`src/hw/rtl/rcw_pkg.sv`:
```
// ============================================================================
// rcw_pkg - shared types, tables and helpers of the three-wheel rotor cipher
// Wheel wirings, reflector, mod-26 arithmetic, beat and config structs.
// ============================================================================
package rcw_pkg;

   localparam int ALPHA = 26;
   localparam int QDEPTH = 4;
   localparam int QPTR_W = $clog2(QDEPTH);
   localparam int QCNT_W = $clog2(QDEPTH + 1);
   localparam int NSTG = 5;

   localparam logic [7:0] CHAR_A = 8'd65;
   localparam logic [7:0] CHAR_Z = 8'd90;
   localparam logic [4:0] LAST_POS = 5'(ALPHA - 1);

   // letter tables, first letter in the top byte
   localparam logic [8*ALPHA-1:0] TAB0 = "EKMFLGDQVZNTOWYHXUSPAIBRCJ";
   localparam logic [8*ALPHA-1:0] TAB1 = "BDFHJLCPRTXVZNYEIWGAKMUSQO";
   localparam logic [8*ALPHA-1:0] TAB2 = "AJDKSIRUXBLHWTMCQGZNPYFVOE";
   localparam logic [8*ALPHA-1:0] TAB3 = "EJMZALYXVBWFCRQUDSOGPTHKIN";
   localparam logic [8*ALPHA-1:0] REFL = "YRUHQSLDPXNGOKMIEBFZCWVJAT";

   typedef logic [4:0] map_type [ALPHA];
   typedef map_type wheel_maps_type [3];

   typedef enum logic [2:0] {
      CSR_PLUG_A_TO_L = 3'd0,
      CSR_PLUG_M_TO_X = 3'd1,
      CSR_PLUG_Y_TO_Z = 3'd2,
      CSR_FAST_WHEEL  = 3'd3,
      CSR_MID_WHEEL   = 3'd4,
      CSR_SLOW_WHEEL  = 3'd5
   } csr_index_type;

   typedef struct packed {
      logic [7:0] in_char;
      logic       message_start;
   } req_type;

   typedef struct packed {
      logic [7:0] out_char;
      logic       out_valid;
   } rsp_type;

   typedef struct packed {
      logic [4:0] fast;
      logic [4:0] middle;
      logic [4:0] slow;
   } pos_type;

   typedef struct packed {
      logic [4:0] idx;
      logic       is_letter;
      pos_type    pos;
   } job_type;

   typedef struct packed {
      logic    valid;
      job_type job;
   } job_beat_type;

   typedef struct packed {
      logic [ALPHA-1:0][4:0] plug_off;
      logic [1:0]            sel_fast;
      logic [1:0]            sel_mid;
      logic [1:0]            sel_slow;
   } cfg_type;

   function automatic logic [4:0] letter_at(input logic [8*ALPHA-1:0] t, input int i);
      logic [7:0] c;
      c = t[8*(ALPHA-1-i) +: 8];
      return 5'(c - CHAR_A);
   endfunction

   function automatic map_type inv_map(input logic [8*ALPHA-1:0] t);
      map_type m;
      for (int i = 0; i < ALPHA; i++) begin
         m[letter_at(t, i)] = 5'(i);
      end
      return m;
   endfunction

   // forward wheel: exit inverse of entry letter
   function automatic map_type build_fwd(input logic [8*ALPHA-1:0] e,
                                         input logic [8*ALPHA-1:0] x);
      map_type xinv;
      map_type r;
      xinv = inv_map(x);
      for (int k = 0; k < ALPHA; k++) begin
         r[k] = xinv[letter_at(e, k)];
      end
      return r;
   endfunction

   localparam wheel_maps_type FWD_TAB = '{build_fwd(TAB0, TAB1),
                                          build_fwd(TAB2, TAB3),
                                          build_fwd(TAB1, TAB0)};
   localparam wheel_maps_type REV_TAB = '{build_fwd(TAB1, TAB0),
                                          build_fwd(TAB3, TAB2),
                                          build_fwd(TAB0, TAB1)};
   localparam map_type REFL_INV = inv_map(REFL);

   function automatic logic [1:0] wheel_num(input logic [1:0] s);
      return (s == 2'd3) ? 2'd2 : s;
   endfunction

   function automatic logic [4:0] add_mod(input logic [4:0] a, input logic [4:0] b);
      logic [5:0] s;
      s = {1'b0, a} + {1'b0, b};
      return (s >= 6'(ALPHA)) ? 5'(s - 6'(ALPHA)) : 5'(s);
   endfunction

   function automatic logic [4:0] sub_mod(input logic [4:0] a, input logic [4:0] p);
      return (a >= p) ? 5'(a - p) : 5'(6'(a) + 6'(ALPHA) - 6'(p));
   endfunction

   // offsets may reach 31, so the sum can pass twice the alphabet
   function automatic logic [4:0] plug_map(input logic [ALPHA-1:0][4:0] off,
                                           input logic [4:0] x);
      logic [5:0] s;
      s = {1'b0, x} + {1'b0, off[x]};
      if (s >= 6'(2*ALPHA)) begin
         return 5'(s - 6'(2*ALPHA));
      end else if (s >= 6'(ALPHA)) begin
         return 5'(s - 6'(ALPHA));
      end
      return 5'(s);
   endfunction

   function automatic logic [4:0] wheel_fwd(input logic [1:0] w, input logic [4:0] p,
                                            input logic [4:0] i);
      return sub_mod(FWD_TAB[wheel_num(w)][add_mod(i, p)], p);
   endfunction

   function automatic logic [4:0] wheel_rev(input logic [1:0] w, input logic [4:0] p,
                                            input logic [4:0] i);
      return sub_mod(REV_TAB[wheel_num(w)][add_mod(i, p)], p);
   endfunction

   // odometer step of the three positions
   function automatic pos_type step_pos(input pos_type p);
      pos_type n;
      n = p;
      n.fast = (p.fast == LAST_POS) ? 5'd0 : 5'(p.fast + 5'd1);
      if (p.fast == LAST_POS) begin
         n.middle = (p.middle == LAST_POS) ? 5'd0 : 5'(p.middle + 5'd1);
         if (p.middle == LAST_POS) begin
            n.slow = (p.slow == LAST_POS) ? 5'd0 : 5'(p.slow + 5'd1);
         end
      end
      return n;
   endfunction

endpackage

```
`src/hw/rtl/rcw_front.sv`:
```
// ============================================================================
// rcw_front - input side of the rotor cipher
// Classifies each byte, owns the wheel positions and queues one job per beat.
// ============================================================================
module rcw_front (
   input  logic                  clock,
   input  logic                  reset,
   input  logic                  req_valid,
   output logic                  req_stall,
   input  rcw_pkg::req_type      req_data,
   input  logic                  q_full,
   output rcw_pkg::job_beat_type push
);

   rcw_pkg::pos_type pos_ff;
   rcw_pkg::pos_type pos_in;
   rcw_pkg::pos_type base;
   logic             accept;
   logic             is_letter;

   assign req_stall = q_full;
   assign accept    = req_valid && !q_full;
   assign is_letter = (req_data.in_char >= rcw_pkg::CHAR_A) &&
                      (req_data.in_char <= rcw_pkg::CHAR_Z);

   always_comb begin
      base = req_data.message_start ? '0 : pos_ff;
      pos_in = pos_ff;
      if (accept) begin
         pos_in = is_letter ? rcw_pkg::step_pos(base) : base;
      end
      push.valid         = accept;
      push.job.pos       = base;
      push.job.is_letter = is_letter;
      push.job.idx       = is_letter ? 5'(req_data.in_char - rcw_pkg::CHAR_A) : 5'd0;
   end

   always_ff @(posedge clock) begin
      if (reset) begin
         pos_ff <= '0;
      end else begin
         pos_ff <= pos_in;
      end
   end

endmodule

```
`src/hw/rtl/rcw_queue.sv`:
```
// ============================================================================
// rcw_queue - short job queue between front and back
// Lets the input side keep accepting while the cipher pipe is held.
// ============================================================================
module rcw_queue (
   input  logic                  clock,
   input  logic                  reset,
   input  rcw_pkg::job_beat_type push,
   input  logic                  pop,
   output logic                  full,
   output rcw_pkg::job_beat_type head
);

   rcw_pkg::job_type                 mem_ff [rcw_pkg::QDEPTH];
   logic [rcw_pkg::QPTR_W-1:0]       wr_ptr_ff, wr_ptr_in;
   logic [rcw_pkg::QPTR_W-1:0]       rd_ptr_ff, rd_ptr_in;
   logic [rcw_pkg::QCNT_W-1:0]       cnt_ff, cnt_in;
   logic                             do_pop;

   assign full       = (cnt_ff == rcw_pkg::QCNT_W'(rcw_pkg::QDEPTH));
   assign head.valid = (cnt_ff != '0);
   assign head.job   = mem_ff[rd_ptr_ff];
   assign do_pop     = pop && head.valid;

   always_comb begin
      wr_ptr_in = push.valid ? rcw_pkg::QPTR_W'(wr_ptr_ff + 1'b1) : wr_ptr_ff;
      rd_ptr_in = do_pop ? rcw_pkg::QPTR_W'(rd_ptr_ff + 1'b1) : rd_ptr_ff;
      cnt_in    = cnt_ff;
      if (push.valid && !do_pop) begin
         cnt_in = rcw_pkg::QCNT_W'(cnt_ff + 1'b1);
      end else if (!push.valid && do_pop) begin
         cnt_in = rcw_pkg::QCNT_W'(cnt_ff - 1'b1);
      end
   end

   always_ff @(posedge clock) begin
      if (reset) begin
         wr_ptr_ff <= '0;
         rd_ptr_ff <= '0;
         cnt_ff    <= '0;
      end else begin
         wr_ptr_ff <= wr_ptr_in;
         rd_ptr_ff <= rd_ptr_in;
         cnt_ff    <= cnt_in;
      end
   end

   always_ff @(posedge clock) begin
      if (push.valid) begin
         mem_ff[wr_ptr_ff] <= push.job;
      end
   end

endmodule

```
`src/hw/rtl/rcw_back.sv`:
```
// ============================================================================
// rcw_back - cipher pipeline of the rotor cipher
// Six stages: plug and wheels forward, reflector, wheels back, plug, result.
// ============================================================================
module rcw_back (
   input  logic                  clock,
   input  logic                  reset,
   input  rcw_pkg::job_beat_type head,
   output logic                  pop,
   input  rcw_pkg::cfg_type      cfg,
   output logic                  rsp_valid,
   input  logic                  rsp_stall,
   output rcw_pkg::rsp_type      rsp_data
);

   rcw_pkg::job_type        stg_ff [rcw_pkg::NSTG];
   rcw_pkg::job_type        stg_in [rcw_pkg::NSTG];
   logic [rcw_pkg::NSTG-1:0] vld_ff;
   logic [rcw_pkg::NSTG:0]   rdy;
   logic                    rsp_vld_ff;
   rcw_pkg::rsp_type        rsp_ff, rsp_in;
   logic [4:0]              last_idx;

   assign rsp_valid = rsp_vld_ff;
   assign rsp_data  = rsp_ff;
   assign pop       = head.valid && rdy[0];

   // advance a stage when it is empty or the next one moves
   always_comb begin
      rdy[rcw_pkg::NSTG] = !rsp_vld_ff || !rsp_stall;
      for (int k = rcw_pkg::NSTG - 1; k >= 0; k--) begin
         rdy[k] = !vld_ff[k] || rdy[k+1];
      end
   end

   always_comb begin
      stg_in[0]     = head.job;
      stg_in[0].idx = rcw_pkg::wheel_fwd(cfg.sel_fast, head.job.pos.fast,
                         rcw_pkg::plug_map(cfg.plug_off, head.job.idx));
      stg_in[1]     = stg_ff[0];
      stg_in[1].idx = rcw_pkg::wheel_fwd(cfg.sel_mid, stg_ff[0].pos.middle, stg_ff[0].idx);
      stg_in[2]     = stg_ff[1];
      stg_in[2].idx = rcw_pkg::REFL_INV[rcw_pkg::wheel_fwd(cfg.sel_slow,
                         stg_ff[1].pos.slow, stg_ff[1].idx)];
      stg_in[3]     = stg_ff[2];
      stg_in[3].idx = rcw_pkg::wheel_rev(cfg.sel_slow, stg_ff[2].pos.slow, stg_ff[2].idx);
      stg_in[4]     = stg_ff[3];
      stg_in[4].idx = rcw_pkg::wheel_rev(cfg.sel_mid, stg_ff[3].pos.middle, stg_ff[3].idx);
      last_idx = rcw_pkg::plug_map(cfg.plug_off,
                    rcw_pkg::wheel_rev(cfg.sel_fast, stg_ff[4].pos.fast, stg_ff[4].idx));
      rsp_in.out_valid = stg_ff[4].is_letter;
      rsp_in.out_char  = stg_ff[4].is_letter ? 8'(rcw_pkg::CHAR_A + {3'b000, last_idx})
                                             : 8'd0;
   end

   always_ff @(posedge clock) begin
      if (reset) begin
         vld_ff     <= '0;
         rsp_vld_ff <= 1'b0;
      end else begin
         if (rdy[0]) begin
            vld_ff[0] <= head.valid;
         end
         for (int k = 1; k < rcw_pkg::NSTG; k++) begin
            if (rdy[k]) begin
               vld_ff[k] <= vld_ff[k-1];
            end
         end
         if (rdy[rcw_pkg::NSTG]) begin
            rsp_vld_ff <= vld_ff[rcw_pkg::NSTG-1];
         end
      end
   end

   always_ff @(posedge clock) begin
      for (int k = 0; k < rcw_pkg::NSTG; k++) begin
         if (rdy[k]) begin
            stg_ff[k] <= stg_in[k];
         end
      end
      if (rdy[rcw_pkg::NSTG]) begin
         rsp_ff <= rsp_in;
      end
   end

endmodule

```
`src/hw/rtl/rotor_cipher_three_wheel_top.sv`:
```
// ============================================================================
// rotor_cipher_three_wheel_top - three-wheel rotor cipher, one byte per beat
// Plugboard, three selectable wheels, reflector; encode equals decode if plug_map is self-inverse.
// ============================================================================
// Every accepted request beat yields exactly one response beat, in order. An
// upper-case ASCII letter comes back enciphered with out_valid set and then
// steps the wheels like an odometer; any other byte comes back as zero with
// out_valid clear and leaves the wheels alone. message_start zeroes the three
// positions before its own byte is handled. The block takes one byte per clock
// while the queue is not full: the front owns the positions and pushes each
// byte with its position snapshot into a four-entry queue, and a six-stage
// cipher pipe (one wheel pass per stage, held by rsp_stall) drains that queue
// into the response register. Write the config registers through the csr
// port only while no beat is in flight; csr_ready is always high and indexes
// beyond the last register are dropped.
// ============================================================================
module rotor_cipher_three_wheel_top (
   input  logic             clock,
   input  logic             reset,
   input  logic             req_valid,
   output logic             req_stall,
   input  rcw_pkg::req_type req_data,
   output logic             rsp_valid,
   input  logic             rsp_stall,
   output rcw_pkg::rsp_type rsp_data,
   input  logic             csr_valid,
   output logic             csr_ready,
   input  logic [2:0]       csr_index,
   input  logic [59:0]      csr_data
);

   logic [59:0]           plug_al_ff;
   logic [59:0]           plug_mx_ff;
   logic [9:0]            plug_yz_ff;
   logic [1:0]            sel_fast_ff;
   logic [1:0]            sel_mid_ff;
   logic [1:0]            sel_slow_ff;
   rcw_pkg::cfg_type      cfg;
   rcw_pkg::job_beat_type push;
   rcw_pkg::job_beat_type head;
   logic                  q_full;
   logic                  pop;

   assign csr_ready = 1'b1;

   // config registers; A sits in the low bits of the plug vector
   always_ff @(posedge clock) begin
      if (reset) begin
         plug_al_ff  <= '0;
         plug_mx_ff  <= '0;
         plug_yz_ff  <= '0;
         sel_fast_ff <= 2'd0;
         sel_mid_ff  <= 2'd1;
         sel_slow_ff <= 2'd2;
      end else if (csr_valid && csr_ready) begin
         unique case (rcw_pkg::csr_index_type'(csr_index))
            rcw_pkg::CSR_PLUG_A_TO_L: plug_al_ff  <= csr_data;
            rcw_pkg::CSR_PLUG_M_TO_X: plug_mx_ff  <= csr_data;
            rcw_pkg::CSR_PLUG_Y_TO_Z: plug_yz_ff  <= csr_data[9:0];
            rcw_pkg::CSR_FAST_WHEEL:  sel_fast_ff <= csr_data[1:0];
            rcw_pkg::CSR_MID_WHEEL:   sel_mid_ff  <= csr_data[1:0];
            rcw_pkg::CSR_SLOW_WHEEL:  sel_slow_ff <= csr_data[1:0];
            default: begin
            end
         endcase
      end
   end

   assign cfg.plug_off = {plug_yz_ff, plug_mx_ff, plug_al_ff};
   assign cfg.sel_fast = sel_fast_ff;
   assign cfg.sel_mid  = sel_mid_ff;
   assign cfg.sel_slow = sel_slow_ff;

   // front: classify, hold positions, queue the job
   rcw_front u_front (
      .clock     (clock),
      .reset     (reset),
      .req_valid (req_valid),
      .req_stall (req_stall),
      .req_data  (req_data),
      .q_full    (q_full),
      .push      (push)
   );

   rcw_queue u_queue (
      .clock (clock),
      .reset (reset),
      .push  (push),
      .pop   (pop),
      .full  (q_full),
      .head  (head)
   );

   // back: run the wheels and hold the response beat
   rcw_back u_back (
      .clock     (clock),
      .reset     (reset),
      .head      (head),
      .pop       (pop),
      .cfg       (cfg),
      .rsp_valid (rsp_valid),
      .rsp_stall (rsp_stall),
      .rsp_data  (rsp_data)
   );

   // never push into a full queue
   a_no_overflow: assert property (@(posedge clock) disable iff (reset)
      q_full |-> !push.valid)
      else $error("job pushed into full queue");

   // a letter result is upper case, a non-letter result is zero
   a_rsp_letter: assert property (@(posedge clock) disable iff (reset)
      (rsp_valid && rsp_data.out_valid) |->
         (rsp_data.out_char >= rcw_pkg::CHAR_A && rsp_data.out_char <= rcw_pkg::CHAR_Z))
      else $error("response letter out of range");

   a_rsp_blank: assert property (@(posedge clock) disable iff (reset)
      (rsp_valid && !rsp_data.out_valid) |-> (rsp_data.out_char == 8'd0))
      else $error("non-letter response not zero");

   // nothing leaves the pipe right after reset
   a_reset_quiet: assert property (@(posedge clock)
      $past(reset) |-> !rsp_valid)
      else $error("response beat right after reset");

endmodule
```
`config.mk`:
```
export PLATFORM = sky130hd
export DESIGN_NAME = rotor_cipher_three_wheel_top
export DESIGN_NICKNAME = d
export VERILOG_FILES = /design/src/hw/rtl/rcw_pkg.sv /design/src/hw/rtl/rcw_front.sv /design/src/hw/rtl/rcw_queue.sv /design/src/hw/rtl/rcw_back.sv /design/src/hw/rtl/rotor_cipher_three_wheel_top.sv
export SDC_FILE = /design/constraint.sdc
export NUM_CORES = 1
export LEC_CHECK = 0
export ABC_AREA = 1
export BUFFER_PORTS_ARGS = -buffer_cell sky130_fd_sc_hd__buf_2
export CAP_MARGIN = 20
export CORE_MARGIN = 3
export CORE_UTILIZATION = 55
export DETAILED_ROUTE_END_ITERATION = 8
export PLACE_DENSITY = 0.8
export SYNTH_ARGS = -nofsm -noshare
export SYNTH_HDL_FRONTEND = slang
export SYNTH_SLANG_ARGS = --single-unit
```
`constraint.sdc`:
```
create_clock -name clock -period 10.1 [get_ports clock]
set_clock_uncertainty 0.1 [all_clocks]
set_input_delay 3.03 -clock clock [delete_from_list [all_inputs] [get_ports clock]]
set_output_delay 3.03 -clock clock [all_outputs]
set_load 0.01 [all_outputs]
```
==> summary.txt <==
Status
  • Status: complete, no violations

Min path
  • Hold Crit Endpoint: u_back.stg_ff[0][75]
  • Worst Hold Depth: 0
  • Hold path start: u_back.stg_ff[0][54]
  • Hold Crit Class: register to register

Synthesis
  • Largest family of logic cells by synthesized area: simple AND/OR/NAND/NOR gates
  • Syn. warnings: 0
  • Synth area leaders: edfxtp_1 (22%), dfxtp_1 (13%), nand2_1 (11%)
  • Register area share after synthesis: 34.61%
  • Post-synthesis mux area share: 0.1577%
  • Asr flop ratio synth: 0%
  • Post-synth EDFFs: 182
  • Synth Area in Adders: 10.60%
  • Xor/xnor share of the synthesized area: 2.469%
  • Syn Area/Cell: 7.272 um^2
  • Synth Area in Simple Gates: 27.98%
  • Compound-Gate Fraction of Synth Area: 15.39%
  • Cell taking the most area after synthesis: edfxtp_1
  • Synth top area share: 21.52%
  • Synth Net Count: 3768
  • Mapped Cells: 3492
  • Post-Syn Area: 25390 um^2
  • Top FF cell, synth: edfxtp_1
  • Distinct cells, synth: 63
  • Synth Register Bits: 348

Drt
  • Vias: 23630
  • TritonRoute pass-1 iters: 7
  • DRC: 0
  • Wire length per cell: 16.04 um
  • Final ANT Viol Nets: 0
  • Post-Route WL: 66050 um
  • Via-to-Cell Ratio: 5.739
  • Initial DRC count: 2449

Critical path
  • FF-to-FF setup slack: 1.04 ns
  • Crit Path Max Fanout: 37
  • Critical path data arrival time: 9.26 ns
  • Crit end category: register
  • CP max-delay cell: dfxtp_1
  • Slowest stage delay, CP: 0.62 ns
  • Worst setup SP type: register
  • RR Endpoint: u_back.stg_ff[0][19]
  • Reg2reg path depth: 38
  • Crit Path Category: register to register
  • Critical Path RT: 10.29 ns
  • Most frequent CP cell: nand2_1

Placed design
  • Port Buffers: 86
  • Final RePlAce weighted congestion: 0.9416
  • Post-DP Area: 26010 um^2
  • Hpwl dp: 46820 um

Global routing
  • Total track usage: 26.23%
  • Largest net degree at the start of global routing: 97
  • Global route overflow: 0
  • Initial antenna violation count: 0
  • Vias in the first global route: 21490
  • First-pass GRT wire length: 108500 um

CTS
  • CTS Buf Count: 38
  • Post-CTS setup buffer count: 0
  • Post-CTS resize count: 0
  • Count of hold buffers inserted by post-cts repair: 0
  • Worst skew pair latency: 0.57 ns
  • CTS H-tree depth: 2
  • CTS tree: done
  • Clock Tree Buf Depth: 3
  • Sinks on Clock Net: 348
  • CTS root buf: clkbuf_16
  • Clock Pin Slew Worst Setup and Hold Paths: 0.06 ns

Final layout
  • Final #Nets: 3765
  • Final instance area: 27300 um^2
  • Antenna cells: 0
  • Layout cells sized above 1: 8.303%
  • Final Util: 60.03%
  • Area grow syn2layout: 7.504%
  • Filler Cell Count: 4155

Floorplanning
  • Die H: 220.9 um
  • Die W: 220.9 um
  • Die area: 48780 um^2
  • # rows: 78
  • IO Pins: 89
  • Starting Density: 55.84%
  • Core area: 45480 um^2

Timing
  • Actual slew at the worst max-slew pin: 0.9364 ns
  • Rel. slew slack: 37.51%
  • Min Clock Period, post-route: 9.062 ns
  • RSZ-0062 raised after global routing: no
  • Fmax: 0.1103 GHz
  • Tcrit/Tclk final: 89.73%
  • Final Max Slew Viols: 0
  • Final Hold Fails: 0
  • Final setup violation count: 0
  • Final setup TNS: 0 ns

Flow run
  • Max Cap Violations: 0
-- how the worst max path moves through the flow --
stage                  start                   end  slack [ns]  cells past startpoint
global route        register  u_back.stg_ff[0][20]        0.18                     39
global placement    register  u_back.stg_ff[0][20]        1.28                     38
detailed placement  register  u_back.stg_ff[0][19]        1.16                     38
CTS                 register  u_back.stg_ff[0][19]        1.09                     38
finish              register  u_back.stg_ff[0][19]        1.04                     38
floorplan           register  u_back.stg_ff[0][20]        3.07                     40
-- state kept, by name, summed over array words and instances (netlist names), named ones only --
register / cells
u_queue.cnt_ff: 3
sel_fast_ff: 2
u_queue.wr_ptr_ff: 2
u_back.stg_ff: 90
u_back.vld_ff: 5
u_back.rsp_data: 8
u_queue.mem_ff: 84
plug_yz_ff: 10
u_back.rsp_valid: 1
u_front.pos_ff: 15
plug_al_ff: 60
sel_mid_ff: 2
plug_mx_ff: 60
u_queue.rd_ptr_ff: 2
sel_slow_ff: 2
-- cell usage after synthesis, drive strengths merged, types with 17 or more instances --
cell type / count
a21oi: 184
nand4: 26
buf: 68
nand3: 392
fa: 27
o211ai: 101
o21ai: 321
clkbuf: 85
nand2: 790
xor2: 43
xnor2: 26
o22ai: 17
ha: 172
nor3: 22
edfxtp: 182
inv: 381
nor2: 394
dfxtp: 166
-- logic make-up (layout without fill, tap and decap cells) --
kind of cell               count (synthesis)  after routing
and+or+nand+nor                         1654           1654
AOI/OAI and AO/OA                        676            676
adders and majority gates                199            199
other                                      2              2
xor gates and xnor gates                  69             69
buffers and inverters                    540            565
muxes                                      4              4
DFF                                      348            348
-- area by class of cell --
cell class	instances	area (um^2)	area share, %
Timing Repair Buffer	110	610.6	2.237
Tap cell	600	750.7	2.750
Clock buffer	57	1094	4.006
Clock inverter	11	198.9	0.7288
Inverter	387	1459	5.344
Multi-Input combinational cell	2604	14400	52.74
Sequential cell	348	8788	32.19
-- layout by cell type (no fill, tap or decap), types with 37 or more instances in the layout --
cell	instances
a21oi_1	178
buf_2	86
clkbuf_16	39
dfxtp_1	166
edfxtp_1	182
ha_1	172
inv_1	358
nand2_1	747
nand2_2	37
nand3_1	384
nor2_1	379
o211ai_1	101
o21ai_0	299
xor2_1	40
-- through the flow --
stage	cells	setup slack [ns]	hold WS (ns)
global route	4117	0.1788	0.3025
CTS	4117	1.089	0.3035
global placement	4049	1.277	0.3014
detailed placement	4049	1.159	0.3045
floorplan	3492	3.069	0.3003
finish	4117	1.038	0.2946
-- worst max-delay path, delay by kind of cell (launching register included) --
family                   cells  cell delay (ns)
flip-flops                   1             0.62
adder cells (fa/ha/maj)      5             1.63
AND/OR/NAND/NOR             15             1.99
XOR/XNOR                     3             0.71
buffers and inverters        6             1.41
AO/OA/AOI/OAI                9             2.33
-- per-layer routing --
metal	vias up	share of wire [%]	GRT usage [%]
met5	-	0	0
met4	0	2.4	7.582
met3	130	8.1	2.985
met2	1034	46	42.14
met1	10810	44	37.61
li1	11650	-	-
Power is not shown: default switching activity piles up to over one toggle a cycle in this logic, so the estimate is an artifact.
